<file path="src/rtl/sha_pkg.sv">
`timescale 1ns / 1ps
// ----------------------------------------------------------------------------
// SHA-512/256 package
// Payload types, initial values, round constants and block command codes.
// ----------------------------------------------------------------------------
package sha_pkg;

    typedef struct packed {
        logic [7:0] message_byte;
        logic       has_byte;
        logic       end_of_message;
    } t_in_item;

    typedef struct packed {
        logic [63:0] digest_word;
        logic [1:0]  word_index;
        logic        last_word;
    } t_out_item;

    // Block command: what the back end does once the block is compressed
    typedef enum logic [0:0] {
        CMD_CHAIN  = 1'b0,
        CMD_DIGEST = 1'b1
    } t_cmd;

    // Front-to-back queue entry: one full 128-byte block and its command
    typedef struct packed {
        logic [1023:0] block;
        t_cmd          cmd;
    } t_blk;

    localparam logic [60:0] COUNT_MAX = {61{1'b1}};
    localparam int unsigned ROUNDS = 80;

    localparam logic [63:0] INIT_VALUE [8] = '{
        64'h22312194FC2BF72C, 64'h9F555FA3C84C64C2,
        64'h2393B86B6F53B151, 64'h963877195940EABD,
        64'h96283EE2A88EFFE3, 64'hBE5E1E2553863992,
        64'h2B0199FC2C85B8AA, 64'h0EB72DDC81C52CA2
    };

    localparam logic [63:0] ROUND_CONST [80] = '{
        64'h428A2F98D728AE22, 64'h7137449123EF65CD, 64'hB5C0FBCFEC4D3B2F,
        64'hE9B5DBA58189DBBC, 64'h3956C25BF348B538, 64'h59F111F1B605D019,
        64'h923F82A4AF194F9B, 64'hAB1C5ED5DA6D8118, 64'hD807AA98A3030242,
        64'h12835B0145706FBE, 64'h243185BE4EE4B28C, 64'h550C7DC3D5FFB4E2,
        64'h72BE5D74F27B896F, 64'h80DEB1FE3B1696B1, 64'h9BDC06A725C71235,
        64'hC19BF174CF692694, 64'hE49B69C19EF14AD2, 64'hEFBE4786384F25E3,
        64'h0FC19DC68B8CD5B5, 64'h240CA1CC77AC9C65, 64'h2DE92C6F592B0275,
        64'h4A7484AA6EA6E483, 64'h5CB0A9DCBD41FBD4, 64'h76F988DA831153B5,
        64'h983E5152EE66DFAB, 64'hA831C66D2DB43210, 64'hB00327C898FB213F,
        64'hBF597FC7BEEF0EE4, 64'hC6E00BF33DA88FC2, 64'hD5A79147930AA725,
        64'h06CA6351E003826F, 64'h142929670A0E6E70, 64'h27B70A8546D22FFC,
        64'h2E1B21385C26C926, 64'h4D2C6DFC5AC42AED, 64'h53380D139D95B3DF,
        64'h650A73548BAF63DE, 64'h766A0ABB3C77B2A8, 64'h81C2C92E47EDAEE6,
        64'h92722C851482353B, 64'hA2BFE8A14CF10364, 64'hA81A664BBC423001,
        64'hC24B8B70D0F89791, 64'hC76C51A30654BE30, 64'hD192E819D6EF5218,
        64'hD69906245565A910, 64'hF40E35855771202A, 64'h106AA07032BBD1B8,
        64'h19A4C116B8D2D0C8, 64'h1E376C085141AB53, 64'h2748774CDF8EEB99,
        64'h34B0BCB5E19B48A8, 64'h391C0CB3C5C95A63, 64'h4ED8AA4AE3418ACB,
        64'h5B9CCA4F7763E373, 64'h682E6FF3D6B2B8A3, 64'h748F82EE5DEFB2FC,
        64'h78A5636F43172F60, 64'h84C87814A1F0AB72, 64'h8CC702081A6439EC,
        64'h90BEFFFA23631E28, 64'hA4506CEBDE82BDE9, 64'hBEF9A3F7B2C67915,
        64'hC67178F2E372532B, 64'hCA273ECEEA26619C, 64'hD186B8C721C0C207,
        64'hEADA7DD6CDE0EB1E, 64'hF57D4F7FEE6ED178, 64'h06F067AA72176FBA,
        64'h0A637DC5A2C898A6, 64'h113F9804BEF90DAE, 64'h1B710B35131C471B,
        64'h28DB77F523047D84, 64'h32CAAB7B40C72493, 64'h3C9EBE0A15C9BEBC,
        64'h431D67C49C100D4C, 64'h4CC5D4BECB3E42B6, 64'h597F299CFC657E2A,
        64'h5FCB6FAB3AD6FAEC, 64'h6C44198C4A475817
    };

    function automatic logic [63:0] rotr(input logic [63:0] x, input int unsigned n);
        rotr = (x >> n) | (x << (64 - n));
    endfunction

endpackage

</file>
<file path="src/rtl/sha_front.sv">
`timescale 1ns / 1ps
// ----------------------------------------------------------------------------
// SHA-512/256 front end
// Gathers bytes into a block register, pads the message tail and pushes
// finished blocks with their command into the block queue.
// ----------------------------------------------------------------------------
module sha_front (
    input  logic             i_clk,
    input  logic             i_rst_n,
    input  sha_pkg::t_in_item i_in,
    input  logic             i_in_valid,
    output logic             o_in_ready,
    output sha_pkg::t_blk    o_blk,
    output logic             o_blk_valid,
    input  logic             i_blk_ready
);

    typedef enum logic [1:0] {
        S_FILL,
        S_PAD_PUSH,
        S_LEN_PUSH
    } t_state;

    t_state        r_state;
    logic [1023:0] r_blk;
    logic [60:0]   r_count;
    logic          r_push;
    logic          r_push_digest;
    logic [6:0]    r_pos;
    logic [1023:0] w_pad_blk;
    logic [1023:0] w_len_blk;
    logic [6:0]    w_pos;
    logic          w_take;
    logic          w_store;
    logic [63:0]   w_bits;

    assign o_blk       = '{block: r_blk,
                           cmd: r_push_digest ? sha_pkg::CMD_DIGEST : sha_pkg::CMD_CHAIN};
    assign o_blk_valid = r_push;
    assign o_in_ready  = (r_state == S_FILL) && !r_push;
    assign w_take      = i_in_valid && o_in_ready;
    assign w_store     = w_take && i_in.has_byte && (r_count != sha_pkg::COUNT_MAX);
    assign w_pos       = r_count[6:0];
    assign w_bits      = {r_count, 3'b000};

    // Pad marker, zero tail, and the length when it fits in this block
    always_comb begin
        w_pad_blk = r_blk;
        for (int b = 0; b < 128; b++) begin
            if (b == int'(r_pos)) begin
                w_pad_blk[1023 - 8*b -: 8] = 8'h80;
            end else if (b > int'(r_pos)) begin
                w_pad_blk[1023 - 8*b -: 8] = 8'h00;
            end
        end
        if (r_pos < 7'd112) begin
            w_pad_blk[63:0] = w_bits;
        end
    end

    // Length-only block when the pad spilled over
    assign w_len_blk = {960'd0, w_bits};

    // Fill, pad and push blocks
    always_ff @(posedge i_clk) begin
        if (!i_rst_n) begin
            r_state       <= S_FILL;
            r_count       <= '0;
            r_push        <= 1'b0;
            r_push_digest <= 1'b0;
            r_pos         <= '0;
        end else begin
            if (r_push && i_blk_ready) begin
                r_push <= 1'b0;
            end
            case (r_state)
                S_FILL: begin
                    if (w_take) begin
                        if (w_store) begin
                            r_blk[{~w_pos, 3'b111} -: 8] <= i_in.message_byte;
                            r_count                      <= r_count + 61'd1;
                        end
                        if (w_store && w_pos == 7'd127) begin
                            // full block first; tail handled afterwards
                            r_push        <= 1'b1;
                            r_push_digest <= 1'b0;
                            if (i_in.end_of_message) begin
                                r_pos   <= '0;
                                r_state <= S_PAD_PUSH;
                            end
                        end else if (i_in.end_of_message) begin
                            r_pos   <= w_store ? w_pos + 7'd1 : w_pos;
                            r_state <= S_PAD_PUSH;
                        end
                    end
                end
                S_PAD_PUSH: begin
                    if (!r_push) begin
                        r_blk  <= w_pad_blk;
                        r_push <= 1'b1;
                        if (r_pos < 7'd112) begin
                            r_push_digest <= 1'b1;
                            r_count       <= '0;
                            r_state       <= S_FILL;
                        end else begin
                            r_push_digest <= 1'b0;
                            r_state       <= S_LEN_PUSH;
                        end
                    end
                end
                S_LEN_PUSH: begin
                    if (!r_push) begin
                        r_blk         <= w_len_blk;
                        r_push        <= 1'b1;
                        r_push_digest <= 1'b1;
                        r_count       <= '0;
                        r_state       <= S_FILL;
                    end
                end
                default: r_state <= S_FILL;
            endcase
        end
    end

endmodule

</file>
<file path="config.mk">
export PLATFORM = sky130hd
export DESIGN_NAME = sha_front
export DESIGN_NICKNAME = d
export VERILOG_FILES = /design/src/rtl/sha_pkg.sv /design/src/rtl/sha_front.sv
export SDC_FILE = /design/constraint.sdc
export NUM_CORES = 2
export LEC_CHECK = 0
export ABC_AREA = 0
export ABC_CLOCK_PERIOD_IN_PS = 2840
export BUFFER_PORTS_ARGS = -buffer_cell sky130_fd_sc_hd__buf_4
export CAP_MARGIN = 20
export CELL_PAD_IN_SITES_DETAIL_PLACEMENT = 1
export CELL_PAD_IN_SITES_GLOBAL_PLACEMENT = 2
export CORE_ASPECT_RATIO = 0.8
export CORE_MARGIN = 2
export CORE_UTILIZATION = 31
export DETAILED_ROUTE_END_ITERATION = 16
export PLACE_DENSITY_LB_ADDON = 0.1
export SLEW_MARGIN = 40
export SYNTH_ARGS = -nofsm -noshare
export SYNTH_HDL_FRONTEND = slang
export SYNTH_SLANG_ARGS = --single-unit
</file>
<file path="constraint.sdc">
create_clock -name i_clk -period 2.84 [get_ports i_clk]
set_input_delay 0.852 -clock i_clk [delete_from_list [all_inputs] [get_ports i_clk]]
set_output_delay 0.852 -clock i_clk [all_outputs]
set_load 0.03 [all_outputs]
</file>
==> impl_results.md <==
* Outcome: complete, but fails checks
* Violated checks: setup timing
* Slew @ Worst Pin at 0.938 ns
* Die Y at 378 µm
* Clock Tree Root: clkbuf_16
* Pre-CTS WS at -0.144 ns
* Final slew viol count at 0
* Fillers at 19900
* Hold_ws at 0.476 ns
* Vias at 57000
* Fin crit share at 1.02
* Main combinational cell family by area after synthesis: simple AND/OR/NAND/NOR gates
* Setup slack, reg-to-reg at -0.07 ns
* Vias in the first global route at 55700
* Routability congestion estimate at 1.00
* Syn avg cell area at 9.30 µm²
* Post-synth EDFFs at 1024
* Final HPWL DP at 273000 µm
* Die width at 472 µm
* Vias per cell at 5.78
* Post-layout util at 0.430
* Drt drc at 0
* RR Startpoint: r_count[1]
* Final worst setup slack at -0.0703 ns
* Clock Sinks at 1096
* Die area at 0.178 mm²
* Reg clk slew, reported paths at 0.06 ns
* Post-Route WL at 343000 µm
* Num CTS Buffers at 131
* Final setup fails at 17
* Complex-gate fraction of the synthesized area at 0.142
* CTS max path bufs at 3
* Pre-Repair DR Iteration Count at 6
* Leakage at 28.5 nW
* Critical Path Start: r_count[1]
* Final setup TNS at -0.326 ns
* Setup crit end kind: flip-flop
* Initial core utilization at 0.312
* Fin nets at 7497
* CP max FO at 16
* RSZ-0062 raised after global routing: yes
* Commonest non-fill, non-tap cells in the layout: buf_4, nand2_1, edfxtp_1
* Synth cell types at 63
* Largest net degree at the start of global routing at 166
* CTS tree: built
* Final Cell Area at 0.0749 mm²
* P&R area growth vs syn at 38.1%
* Ports at 1041
* Synthesized-area fraction occupied by and/or/nand/nor cells at 0.220
* Antenna-violating nets left at 0
* Peak supply drop at 0.450 mV
* Worst-skew pair later-pin latency at 0.80 ns
* Sequential fraction of the synthesis area at 0.594
* Top FF cell, synth: edfxtp_1
* Xor and xnor area share after synthesis at 0.00242
* Mux contribution to synthesized area at 0.0109
* Most common cell after layout, fill and taps aside: buf_4
* Placed cell area at 0.0706 mm²
* Tmin final at 2.91 ns
* Synth Area in Adders at 0.00254
* Fmax at 344 MHz
* Data required, critical path at 3.40 ns
* CP startpoint kind: flip-flop
* Critical Path AT at 3.47 ns
* Core Box Area at 0.174 mm²
* Row count at 137
* Hold Vio Cnt, Final at 0
* Total track usage at 0.372
* Ys async rst share at 0
* Max_cap viols at 0
* First-pass GRT wire length at 464000 µm
* Input/output buffers at 1040
* Worst r2r path cells at 8
* Layout cells sized above 1 at 0.288
* Post-Syn Instances at 5834
* Yosys warning total at 0
* Seq cells post-synth at 1096
* Post-Syn Nets at 5859
* Hold-fix buffers, CTS at 0
* Pwr dens at 721 mW/mm²
* Initial antenna violation count at 32
* Relative slew slack at 0.372
* Fin Clk Skew at 0.0234 ns
* Critical path type: flip-flop to flip-flop
* Grt ovf at 0
* Hold crit path type: flip-flop to flip-flop
* Mapped Area at 0.0542 mm²
* 1st-iter DRT viols at 7011
* Htree depth at 4
* Routed WL per cell at 34.8 µm
==> final cells by class <==
cell class / instances / area, µm² / share of cell area
flip-flops and latches: 1096 / 32200 / 0.430
inverters: 20 / 80.1 / 0.00107
clock inverters: 67 / 514 / 0.00687
diodes: 11 / 27.5 / 0.000368
repair buffers: 1893 / 14900 / 0.199
clock buffers: 164 / 3550 / 0.0474
multi-input cells: 4330 / 20700 / 0.277
well taps: 2293 / 2870 / 0.0383
==> synthesized netlist by cell type (39+ instances only) <==
| master | n | area (µm²) |
|---|---|---|
| nand3_1 | 209 | 1050 |
| a21oi_1 | 924 | 4620 |
| edfxtp_1 | 1024 | 30700 |
| nor2_1 | 817 | 3070 |
| nand4_1 | 39 | 244 |
| o21ai_0 | 212 | 1060 |
| mux2i_1 | 59 | 591 |
| or3_1 | 44 | 275 |
| clkbuf_1 | 340 | 1280 |
| dfxtp_1 | 72 | 1440 |
| o22ai_1 | 95 | 594 |
| nand2_1 | 1364 | 5120 |
| a22o_1 | 46 | 403 |
| nor3_1 | 181 | 906 |
==> timing repair <==
item                                    4_1_cts  5_1_grt
buffers inserted                              0        2
endpoints found under the setup margin       67      409
cloned                                        0        0
pin swaps                                     2        1
gates resized for setup                      15       23
==> per-stage QoR <==
| step | cells | power, mW |
|---|---|---|
| after floorplan | 5834 | 28.9 |
| after global placement | 9630 | 37.0 |
| after detailed placement | 9630 | 37.2 |
| after CTS | 9861 | 53.9 |
| after global routing | 9868 | 55.4 |
| final | 9874 | 54.0 |
==> metal layers <==
metal | wire length (µm) | vias to the layer above | track usage
li1 | - | 24100 | -
met4 | 16000 | 26 | 0.153
met2 | 153000 | 3074 | 0.574
met3 | 33000 | 582 | 0.0949
met1 | 141000 | 29200 | 0.497
met5 | 159 | - | 0
==> critical path, stage by stage, from the launching register on <==
cell	delay, ns
dfxtp_1	0.33
buf_4	0.28
and2_1	0.19
buf_4	0.38
nand2_1	0.39
nor2_1	0.49
buf_4	0.24
nand3_1	0.14
o32ai_1	0.22
==> where the power goes <==
group | internal [mW] | total [mW] | switching (mW)
Clock | 9.33 | 16.7 | 7.37
Combinational | 4.67 | 16.1 | 11.4
Sequential | 20.1 | 21.3 | 1.17
==> kinds of logic after synthesis <==
group                    Yosys count
multiplexers                      59
buffers and inverters            408
AND/OR/NAND/NOR                 2838
adder cells (fa/ha/maj)           11
flip-flops                      1096
AO/OA/AOI/OAI                   1407
XOR/XNOR                          15
==> worst min path at each step <==
stage	startpoint	to	slack, ns	cells after the start
after floorplan	r_push_digest	r_push_digest	0.44	2
after CTS	i_blk_ready	o_blk_valid	0.44	4
after global routing	i_blk_ready	o_blk_valid	0.49	4
after global placement	r_push_digest	r_push_digest	0.47	2
after detailed placement	r_push_digest	r_push_digest	0.48	2
final	r_push_digest	r_push_digest	0.48	2
Power figures use the tool's default switching activity.
